### config.mk
export PLATFORM = sky130hd
export DESIGN_NAME = char_lcd_shift_register_writer
export DESIGN_NICKNAME = d
export VERILOG_FILES = /design/src/clsrw_pkg.sv /design/src/clsrw_front.sv /design/src/clsrw_queue.sv /design/src/clsrw_back.sv /design/src/char_lcd_shift_register_writer.sv
export SDC_FILE = /design/constraint.sdc
export NUM_CORES = 1
export LEC_CHECK = 0
export CAP_MARGIN = 20
export CORE_UTILIZATION = 61
export DETAILED_ROUTE_END_ITERATION = 10
export DONT_BUFFER_PORTS = 1
export GPL_ROUTABILITY_DRIVEN = 0
export PLACE_DENSITY = 0.88
export SYNTH_ARGS = -nofsm -noshare
export SYNTH_HDL_FRONTEND = slang
export SYNTH_SLANG_ARGS = --single-unit
### constraint.sdc
create_clock -name clk -period 3.15 [get_ports clk]
set_input_delay 0.63 -clock clk [delete_from_list [all_inputs] [get_ports clk]]
set_output_delay 0.63 -clock clk [all_outputs]
set_load 0.005 [all_outputs]
### src/clsrw_pkg.sv
// Package for the character LCD shift-register writer.
// Holds the request, queue-entry, segment and register types and shared constants.
// No dependencies; every other file of the block imports it.
`default_nettype none

package clsrw_pkg;

  // Width of the byte shifted out to the display.
  localparam int unsigned DATA_BITS = 8;
  localparam int unsigned BIT_CNT_W = $clog2(DATA_BITS);

  // Depth of the queue between the front and the back.
  localparam int unsigned QUEUE_DEPTH = 2;
  localparam int unsigned QPTR_W      = $clog2(QUEUE_DEPTH);
  localparam int unsigned QCNT_W      = $clog2(QUEUE_DEPTH + 1);

  // Configuration port.
  localparam int unsigned CFG_INDEX_W = 2;
  localparam int unsigned HOLD_W      = 16;

  // Register reset values.
  localparam logic [HOLD_W-1:0] CLOCK_HIGH_RESET  = HOLD_W'(1000);
  localparam logic [HOLD_W-1:0] ENABLE_HIGH_RESET = HOLD_W'(450);
  localparam logic [HOLD_W-1:0] ENABLE_LOW_RESET  = HOLD_W'(40);

  // Register indexes.
  typedef enum logic [CFG_INDEX_W-1:0] {
    CFG_CLOCK_HIGH  = 2'd0,
    CFG_ENABLE_HIGH = 2'd1,
    CFG_ENABLE_LOW  = 2'd2
  } cfg_index_t;

  // Request function codes; unlisted codes behave as a raw command.
  typedef enum logic [3:0] {
    FUNC_RAW     = 4'd0,
    FUNC_CLEAR   = 4'd1,
    FUNC_HOME    = 4'd2,
    FUNC_MODE    = 4'd3,
    FUNC_DISPLAY = 4'd4,
    FUNC_SHIFT   = 4'd5,
    FUNC_FUNCSET = 4'd6,
    FUNC_CGRAM   = 4'd7,
    FUNC_DDRAM   = 4'd8,
    FUNC_DATA    = 4'd9
  } func_t;

  // Input request.
  typedef struct packed {
    logic [3:0] func;
    logic [7:0] arg;
  } req_t;

  // One output segment: pin levels and how long they are held.
  typedef struct packed {
    logic              shift_clock;
    logic              serial_line;
    logic              enable_line;
    logic [HOLD_W-1:0] hold_us;
    logic              last;
  } seg_t;

  // Classified request as it waits in the queue.
  typedef struct packed {
    logic [DATA_BITS-1:0] data_byte;
    logic                 sel;
  } entry_t;

  // Handshake between a producer and a consumer of queue entries.
  typedef struct packed {
    logic   valid;
    entry_t entry;
  } entry_chan_t;

  // Timing registers.
  typedef struct packed {
    logic [HOLD_W-1:0] clock_high_us;
    logic [HOLD_W-1:0] enable_high_us;
    logic [HOLD_W-1:0] enable_low_us;
  } cfg_regs_t;

endpackage

`default_nettype wire

### src/clsrw_front.sv
// Front part of the LCD writer: accepts requests and forms the display byte.
// Depends on clsrw_pkg; feeds clsrw_queue.
`default_nettype none

module clsrw_front
  import clsrw_pkg::*;
(
  input  wire logic        clk,
  input  wire logic        rst,
  input  wire logic        in_valid,
  output logic             in_stall,
  input  wire req_t        in_data,
  input  wire logic        queue_full,
  output entry_chan_t      push
);

  logic   f_valid;
  entry_t f_entry;
  logic   accept;
  logic   pushed;
  entry_t formed;

  // Mask the argument and merge the opcode for the command codes; data and unlisted codes pass the argument as is.
  function automatic entry_t form_entry(input req_t r);
    entry_t e;
    e.sel = 1'b0;
    case (r.func)
      FUNC_CLEAR:   e.data_byte = 8'h01;
      FUNC_HOME:    e.data_byte = 8'h02;
      FUNC_MODE:    e.data_byte = (r.arg & 8'h03) | 8'h04;
      FUNC_DISPLAY: e.data_byte = (r.arg & 8'h07) | 8'h08;
      FUNC_SHIFT:   e.data_byte = (r.arg & 8'h0f) | 8'h10;
      FUNC_FUNCSET: e.data_byte = (r.arg & 8'h0c) | 8'h30;
      FUNC_CGRAM:   e.data_byte = (r.arg & 8'h3f) | 8'h40;
      FUNC_DDRAM:   e.data_byte = (r.arg & 8'h7f) | 8'h80;
      FUNC_DATA: begin
        e.data_byte = r.arg;
        e.sel       = 1'b1;
      end
      default:      e.data_byte = r.arg;
    endcase
    return e;
  endfunction

  assign formed   = form_entry(in_data);
  assign pushed   = f_valid && !queue_full;
  assign in_stall = f_valid && queue_full;
  assign accept   = in_valid && !in_stall;

  assign push.valid = pushed;
  assign push.entry = f_entry;

  // Single holding stage for a classified request.
  always_ff @(posedge clk) begin
    if (rst) begin
      f_valid <= 1'b0;
    end else if (accept) begin
      f_valid <= 1'b1;
    end else if (pushed) begin
      f_valid <= 1'b0;
    end
  end

  always_ff @(posedge clk) begin
    if (accept) begin
      f_entry <= formed;
    end
  end

endmodule

`default_nettype wire

### src/clsrw_queue.sv
// Short queue of classified requests between the front and the back.
// Depends on clsrw_pkg.
`default_nettype none

module clsrw_queue
  import clsrw_pkg::*;
(
  input  wire logic        clk,
  input  wire logic        rst,
  input  wire entry_chan_t push,
  output logic             full,
  output entry_chan_t      head,
  input  wire logic        pop
);

  entry_t            entries [QUEUE_DEPTH];
  logic [QPTR_W-1:0] wr_ptr;
  logic [QPTR_W-1:0] rd_ptr;
  logic [QCNT_W-1:0] count;
  logic              do_push;
  logic              do_pop;

  assign full       = (count == QCNT_W'(QUEUE_DEPTH));
  assign head.valid = (count != '0);
  assign head.entry = entries[rd_ptr];
  assign do_push    = push.valid && !full;
  assign do_pop     = pop && head.valid;

  // Pointer and fill count update.
  always_ff @(posedge clk) begin
    if (rst) begin
      wr_ptr <= '0;
      rd_ptr <= '0;
      count  <= '0;
    end else begin
      if (do_push) begin
        wr_ptr <= (wr_ptr == QPTR_W'(QUEUE_DEPTH - 1)) ? '0 : wr_ptr + 1'b1;
      end
      if (do_pop) begin
        rd_ptr <= (rd_ptr == QPTR_W'(QUEUE_DEPTH - 1)) ? '0 : rd_ptr + 1'b1;
      end
      if (do_push && !do_pop) begin
        count <= count + 1'b1;
      end else if (do_pop && !do_push) begin
        count <= count - 1'b1;
      end
    end
  end

  // Entry storage.
  always_ff @(posedge clk) begin
    if (do_push) begin
      entries[wr_ptr] <= push.entry;
    end
  end

`ifndef ASSERT_OFF
  a_count_bound: assert property (@(posedge clk) disable iff (rst)
    count <= QCNT_W'(QUEUE_DEPTH))
    else $error("queue count exceeds depth");
  a_push_count: assert property (@(posedge clk) disable iff (rst)
    (do_push && !do_pop) |=> (count == $past(count) + 1'b1))
    else $error("queue count did not rise on push");
  a_pop_count: assert property (@(posedge clk) disable iff (rst)
    (do_pop && !do_push) |=> (count == $past(count) - 1'b1))
    else $error("queue count did not fall on pop");
`endif

endmodule

`default_nettype wire

### src/clsrw_back.sv
// Back part of the LCD writer: turns each queued byte into 28 timed pin segments.
// Depends on clsrw_pkg; reads clsrw_queue and the timing registers.
`default_nettype none

module clsrw_back
  import clsrw_pkg::*;
(
  input  wire logic        clk,
  input  wire logic        rst,
  input  wire entry_chan_t head,
  output logic             pop,
  input  wire cfg_regs_t   cfg,
  output logic             out_valid,
  input  wire logic        out_stall,
  output seg_t             out_data
);

  typedef enum logic [4:0] {
    ST_START = 5'b00001,
    ST_BITS  = 5'b00010,
    ST_SEL   = 5'b00100,
    ST_EN_HI = 5'b01000,
    ST_EN_LO = 5'b10000
  } state_t;

  state_t               state, state_next;
  logic [DATA_BITS-1:0] shreg, shreg_next;
  logic                 sel, sel_next;
  logic [BIT_CNT_W-1:0] bit_cnt, bit_cnt_next;
  logic [1:0]           phase, phase_next;
  logic                 serial_level, serial_level_next;
  logic                 advance;
  logic                 emit;
  seg_t                 seg;

  assign advance = !out_valid || !out_stall;

  // Segment sequencer: one segment per cycle while the output register is free.
  always_comb begin
    state_next        = state;
    shreg_next        = shreg;
    sel_next          = sel;
    bit_cnt_next      = bit_cnt;
    phase_next        = phase;
    serial_level_next = serial_level;
    emit              = 1'b0;
    pop               = 1'b0;
    seg               = '0;
    seg.serial_line   = serial_level;
    case (state)
      ST_START: begin
        if (head.valid) begin
          emit         = 1'b1;
          pop          = advance;
          shreg_next   = head.entry.data_byte;
          sel_next     = head.entry.sel;
          bit_cnt_next = '0;
          phase_next   = 2'd0;
          state_next   = ST_BITS;
        end
      end
      ST_BITS: begin
        emit              = 1'b1;
        seg.serial_line   = shreg[DATA_BITS-1];
        serial_level_next = shreg[DATA_BITS-1];
        if (phase == 2'd1) begin
          seg.shift_clock = 1'b1;
          seg.hold_us     = cfg.clock_high_us;
        end
        if (phase == 2'd2) begin
          phase_next = 2'd0;
          shreg_next = {shreg[DATA_BITS-2:0], 1'b0};
          if (bit_cnt == BIT_CNT_W'(DATA_BITS - 1)) begin
            state_next = ST_SEL;
          end else begin
            bit_cnt_next = bit_cnt + 1'b1;
          end
        end else begin
          phase_next = phase + 2'd1;
        end
      end
      ST_SEL: begin
        emit              = 1'b1;
        seg.serial_line   = sel;
        serial_level_next = sel;
        state_next        = ST_EN_HI;
      end
      ST_EN_HI: begin
        emit            = 1'b1;
        seg.enable_line = 1'b1;
        seg.hold_us     = cfg.enable_high_us;
        state_next      = ST_EN_LO;
      end
      ST_EN_LO: begin
        emit        = 1'b1;
        seg.hold_us = cfg.enable_low_us;
        seg.last    = 1'b1;
        state_next  = ST_START;
      end
      default: begin
        state_next = ST_START;
      end
    endcase
  end

  // Control state.
  always_ff @(posedge clk) begin
    if (rst) begin
      state        <= ST_START;
      serial_level <= 1'b0;
      out_valid    <= 1'b0;
    end else if (advance) begin
      state        <= state_next;
      serial_level <= serial_level_next;
      out_valid    <= emit;
    end
  end

  // Working registers and the output segment.
  always_ff @(posedge clk) begin
    if (advance) begin
      shreg   <= shreg_next;
      sel     <= sel_next;
      bit_cnt <= bit_cnt_next;
      phase   <= phase_next;
      if (emit) begin
        out_data <= seg;
      end
    end
  end

`ifndef ASSERT_OFF
  a_last_idle_pins: assert property (@(posedge clk) disable iff (rst)
    (out_valid && out_data.last) |-> (!out_data.shift_clock && !out_data.enable_line))
    else $error("final segment leaves clock or enable high");
  a_enable_hold: assert property (@(posedge clk) disable iff (rst)
    (out_valid && out_data.enable_line) |-> (out_data.hold_us == cfg.enable_high_us))
    else $error("enable pulse has the wrong hold");
  a_clock_not_enable: assert property (@(posedge clk) disable iff (rst)
    (out_valid && out_data.shift_clock) |-> !out_data.enable_line)
    else $error("shift clock and enable high together");
  a_pop_nonempty: assert property (@(posedge clk) disable iff (rst)
    pop |-> head.valid)
    else $error("queue read while empty");
`endif

endmodule

`default_nettype wire

### src/char_lcd_shift_register_writer.sv
// Character LCD writer through a serial-in shift register.
// Each request (func, arg) on the input channel becomes a display byte that is
// sent as 28 pin segments on the output channel: clock low, then for each of
// the 8 bits, MSB first, data set / clock high / clock low, then the
// register-select level on the shared serial line and an enable pulse.
// hold_us on each segment is the time the host keeps those levels; last marks
// the final segment of a request.
// The first segment of a request passes the holding stage, the queue and the
// output register of the back sequencer in that order when the block is empty.
// The back sequencer emits one segment per cycle while the output is not
// stalled; a two-entry queue plus a holding stage let up to three requests
// wait while the back is busy.
// Output stall freezes the sequencer and the output register; the input side
// stalls only once the queue and the holding stage are full.
// The timing registers are written through cfg_valid/cfg_ready (always ready)
// and must only change while no request is in flight.
// Reset (rst, synchronous) empties the queue, returns the sequencer to its start
// state, sets the serial level to 0 and loads the default timing values.
// Depends on clsrw_pkg, clsrw_front, clsrw_queue and clsrw_back.
`default_nettype none

module char_lcd_shift_register_writer
  import clsrw_pkg::*;
(
  input  wire logic                   clk,
  input  wire logic                   rst,
  input  wire logic                   in_valid,
  output logic                        in_stall,
  input  wire req_t                   in_data,
  output logic                        out_valid,
  input  wire logic                   out_stall,
  output seg_t                        out_data,
  input  wire logic                   cfg_valid,
  output logic                        cfg_ready,
  input  wire logic [CFG_INDEX_W-1:0] cfg_index,
  input  wire logic [HOLD_W-1:0]      cfg_data
);

  cfg_regs_t   cfg;
  entry_chan_t push;
  entry_chan_t head;
  logic        queue_full;
  logic        pop;

  assign cfg_ready = 1'b1;

  // Timing registers; writes to an unused index are dropped.
  always_ff @(posedge clk) begin
    if (rst) begin
      cfg.clock_high_us  <= CLOCK_HIGH_RESET;
      cfg.enable_high_us <= ENABLE_HIGH_RESET;
      cfg.enable_low_us  <= ENABLE_LOW_RESET;
    end else if (cfg_valid && cfg_ready) begin
      case (cfg_index)
        CFG_CLOCK_HIGH:  cfg.clock_high_us  <= cfg_data;
        CFG_ENABLE_HIGH: cfg.enable_high_us <= cfg_data;
        CFG_ENABLE_LOW:  cfg.enable_low_us  <= cfg_data;
        default: begin
        end
      endcase
    end
  end

  clsrw_front u_front (
    .clk        (clk),
    .rst        (rst),
    .in_valid   (in_valid),
    .in_stall   (in_stall),
    .in_data    (in_data),
    .queue_full (queue_full),
    .push       (push)
  );

  clsrw_queue u_queue (
    .clk  (clk),
    .rst  (rst),
    .push (push),
    .full (queue_full),
    .head (head),
    .pop  (pop)
  );

  clsrw_back u_back (
    .clk       (clk),
    .rst       (rst),
    .head      (head),
    .pop       (pop),
    .cfg       (cfg),
    .out_valid (out_valid),
    .out_stall (out_stall),
    .out_data  (out_data)
  );

endmodule

`default_nettype wire
==> run metrics <==
GR Overflow Total 0; CTS root buf clkbuf_8; largest net degree at the start of global routing 47; Num CTS Buffers 17; Top delay family on crit path simple AND/OR/NAND/NOR gates; Worst Setup Start Kind flop; Post-synth top flop edfxtp_1; Ports just under 60; GR peak layer met2; Final min period around 2200 ps; Worst-path clk slew 60 ps; part of the power in combinational logic 14.8%; I/O Buffers 0; DR pass1 iterations 5; Finished Layout Cells around 600; Chip Width 92.1 um; Tot GR Track Use 26.5%; Crit. End Element flop; core footprint 0.00781 sq mm; number of global-route vias before repair 3569; Yosys reg bits 122; Int Power 3.70 mW; GR Util met3 under 10%; Layout Skew 7.88 ps; syn avg cell area 10.2 sq um; CP max FO 21; ant diodes 0; Initial DRC Count 273; Final setup violation count 0; antenna violations before repair 0; final hold viol count 0; Sw Pwr approximately 1.4 mW; Antenna Nets Post-Route 0; worst path cell trace nor3_2 -> and2_4 -> nand2_1 -> a21oi_1; Power Density 906 mW/mm^2; final wirelength around 11000 um; Worst slew margin 31.9%; M1 GR Usage 32.5%; placed cell count 565; Flop pwr share 44.8%; post-synth cell types 51; Filler Cell Count ~480; CTS HTree Levels 4; footprint of the multi-input gates 0.00174 sq mm; via/cell ratio 6.10; die area between 0.008 and 0.009 sq mm; P_leak 2.12 nW; DP Area 0.00498 sq mm; std cell rows 32; Hold Path Class in -> reg; number of clock sinks roughly 120; cts hold-fix bufs 0; Global Route met2 Usage a little over two fifths; slowest cell delay on critical path approximately 570 ps; P&R area growth vs syn 13.3%; Synthesis Warnings 0; DIE HEIGHT 92.1 um; cts repair resizes 0; syn_nets 527; Buf/Inv on CP 0; FF+latch area 0.00305 sq mm; crit path max-delay cell type a21oi_1; hpwl dp 6300 um; first-pass GRT wire length 17200 um; Residual DRC 0; status finished, final reports clean; setup bufs post-CTS 0; Post-Syn Instances 487; Clock power frac roughly two fifths; highest clock rate 0.457 GHz; max-slew violation count 0; via count 3641; share of layout cells above drive strength 1 9.70%; Post-synth EDFFs 61; setup TNS 0 ps; switch share 27.3%; max-cap violations 0; peak supply drop 0.527 mV; Starting Density about 63%; Post-Syn Area around 0.005 sq mm; Critical Path RT between 3000 and 4000 ps; fin area roughly 0.0056 sq mm; path type of the worst setup path reg -> reg; CTS tree done; worst slew pin tran 1020 ps; Final #Nets 522; clk_lat worst skew 510 ps; Seq/Total Area, Yosys 61.6%; FFs w/ async S/R, synth 0%; RSZ-0062 raised after global routing false; clock tree buffer depth 2; DR WL/cell around 18 um; Critical Path AT 2330 ps; Final Cycle Share 69.4%
[Yosys cell counts (2+ instances only)]
cell	n	area (sq um)
xor2_1	4	35.0
and3b_1	2	17.5
and3_1	5	31.3
dfxtp_1	61	1220
clkbuf_1	16	60.1
o21ai_1	3	15.0
o31ai_1	2	15.0
mux2i_1	9	90.1
a22oi_1	17	128
nor2_1	15	56.3
nor2b_1	4	25.0
o22ai_1	2	12.5
edfxtp_1	61	1830
ha_1	5	62.6
inv_1	6	22.5
nand3_1	13	65.1
a31o_2	2	17.5
a21oi_1	44	220
nand2b_1	4	25.0
buf_4	6	45.0
a211oi_1	2	15.0
buf_2	4	20.0
nor3_1	4	20.0
nand3b_1	4	30.0
o21ai_0	15	75.1
nand2_1	152	571
[sequential cells by signal, indices dropped and copies added, names as in the netlist, named ones only]
signal / flops
u_back.sel: 1
u_back.shreg: 8
u_queue.count: 2
u_back.phase: 2
u_front.push: 9
u_front.f_valid: 1
u_queue.rd_ptr: 1
u_back.out_data: 20
u_queue.entries: 18
u_back.serial_level: 1
u_back.out_valid: 1
cfg: 48
u_queue.wr_ptr: 1
u_back.bit_cnt: 3
u_back.state: 5
[power by group through the flow]
stage / clock [mW] / sequential (mW) / combinational, mW
after floorplan: 0 / 2.24 / 0.590
after CTS: 2.06 / 2.28 / 0.747
after global placement: 0 / 2.29 / 0.698
after global routing: 2.13 / 2.31 / 0.829
after detailed placement: 0 / 2.30 / 0.727
final: 2.06 / 2.28 / 0.752
[metal layers]
layer / up-vias / routed length, um / share of wire (%)
li1: 1678 / - / -
met2: 196 / 5090 / 48
met4: 0 / 238 / 2.3
met5: - / 0 / 0
met1: 1742 / 4310 / 41
met3: 25 / 934 / 8.8
[kinds of logic after synthesis]
kind of cell / after synthesis / share of synthesized area (%)
adder cells (fa/ha/maj): 6 / 1.46
XOR/XNOR: 4 / 0.707
AND/OR/NAND/NOR: 217 / 19.8
other: 1 / 0.0757
flip-flops: 122 / 61.6
buffers and inverters: 35 / 3.36
AO/OA/AOI/OAI: 92 / 10.9
multiplexers: 10 / 2.05
[area by class of cell]
| type | instances | area share [%] |
|---|---|---|
| tap | 102 | 2.27 |
| clock inverter | 13 | 3.39 |
| clock buffer | 19 | 7.89 |
| sequential | 122 | 54.4 |
| multi-input combinational | 330 | 31.1 |
| timing repair buffer | 4 | 0.535 |
| inverter | 7 | 0.468 |
[layout by cell type (no fill, tap or decap), drive strengths merged, types with 2 or more instances in the layout]
cell type,Yosys,final
edfxtp,61,61
nor3,5,5
a21oi,44,44
a31o,2,2
nor4b,3,3
a211oi,2,2
nand2b,4,4
dfxtp,61,61
xor2,4,4
clkbuf,16,19
or2,2,2
nand3b,4,4
inv,6,8
bufinv,0,4
nand3,13,13
mux2i,9,9
nand2,152,152
o22ai,2,2
buf,12,4
a22oi,17,17
and2,2,2
clkinv,1,8
and3b,2,2
o21ai,18,18
nor2b,4,4
nor2,15,15
and3,5,5
o31ai,2,2
ha,5,5
[worst register-to-register path, cell delays in order, from the launching register on]
cell and delay [ps]:
dfxtp_1 380, nor3_2 430, and2_4 350, nand2_1 80, a21oi_1 570
[path summary, 6_finish.rpt]
| path | slack [ps] | endpoint | start | cells past startpoint |
|---|---|---|---|---|
| setup / recovery | 960 | u_back.shreg[4]$_DFFE_PP_ | u_back.state[2]$_SDFFE_PP0P_ | 4 |
| hold / removal | 180 | u_back.out_valid$_SDFFE_PP0N_ | rst | 1 |
| setup reg to reg | 960 | u_back.shreg[4]$_DFFE_PP_ | u_back.state[2]$_SDFFE_PP0P_ | 4 |
| hold reg to reg | 450 | u_queue.entries[1][8]$_DFFE_PP_ | u_front.push[8]$_DFFE_PP_ | 0 |
[per-stage QoR]
step	setup WS, ps	hold WS [ps]	util (%)	power [mW]
after floorplan	717	421	-	2.83
after global placement	1060	423	63.8	2.99
after detailed placement	984	434	63.8	3.03
after CTS	955	169	71.9	5.09
after global routing	775	157	71.9	5.28
final	963	179	71.9	5.09
No activity file was read; power rests on OpenSTA's default activity.
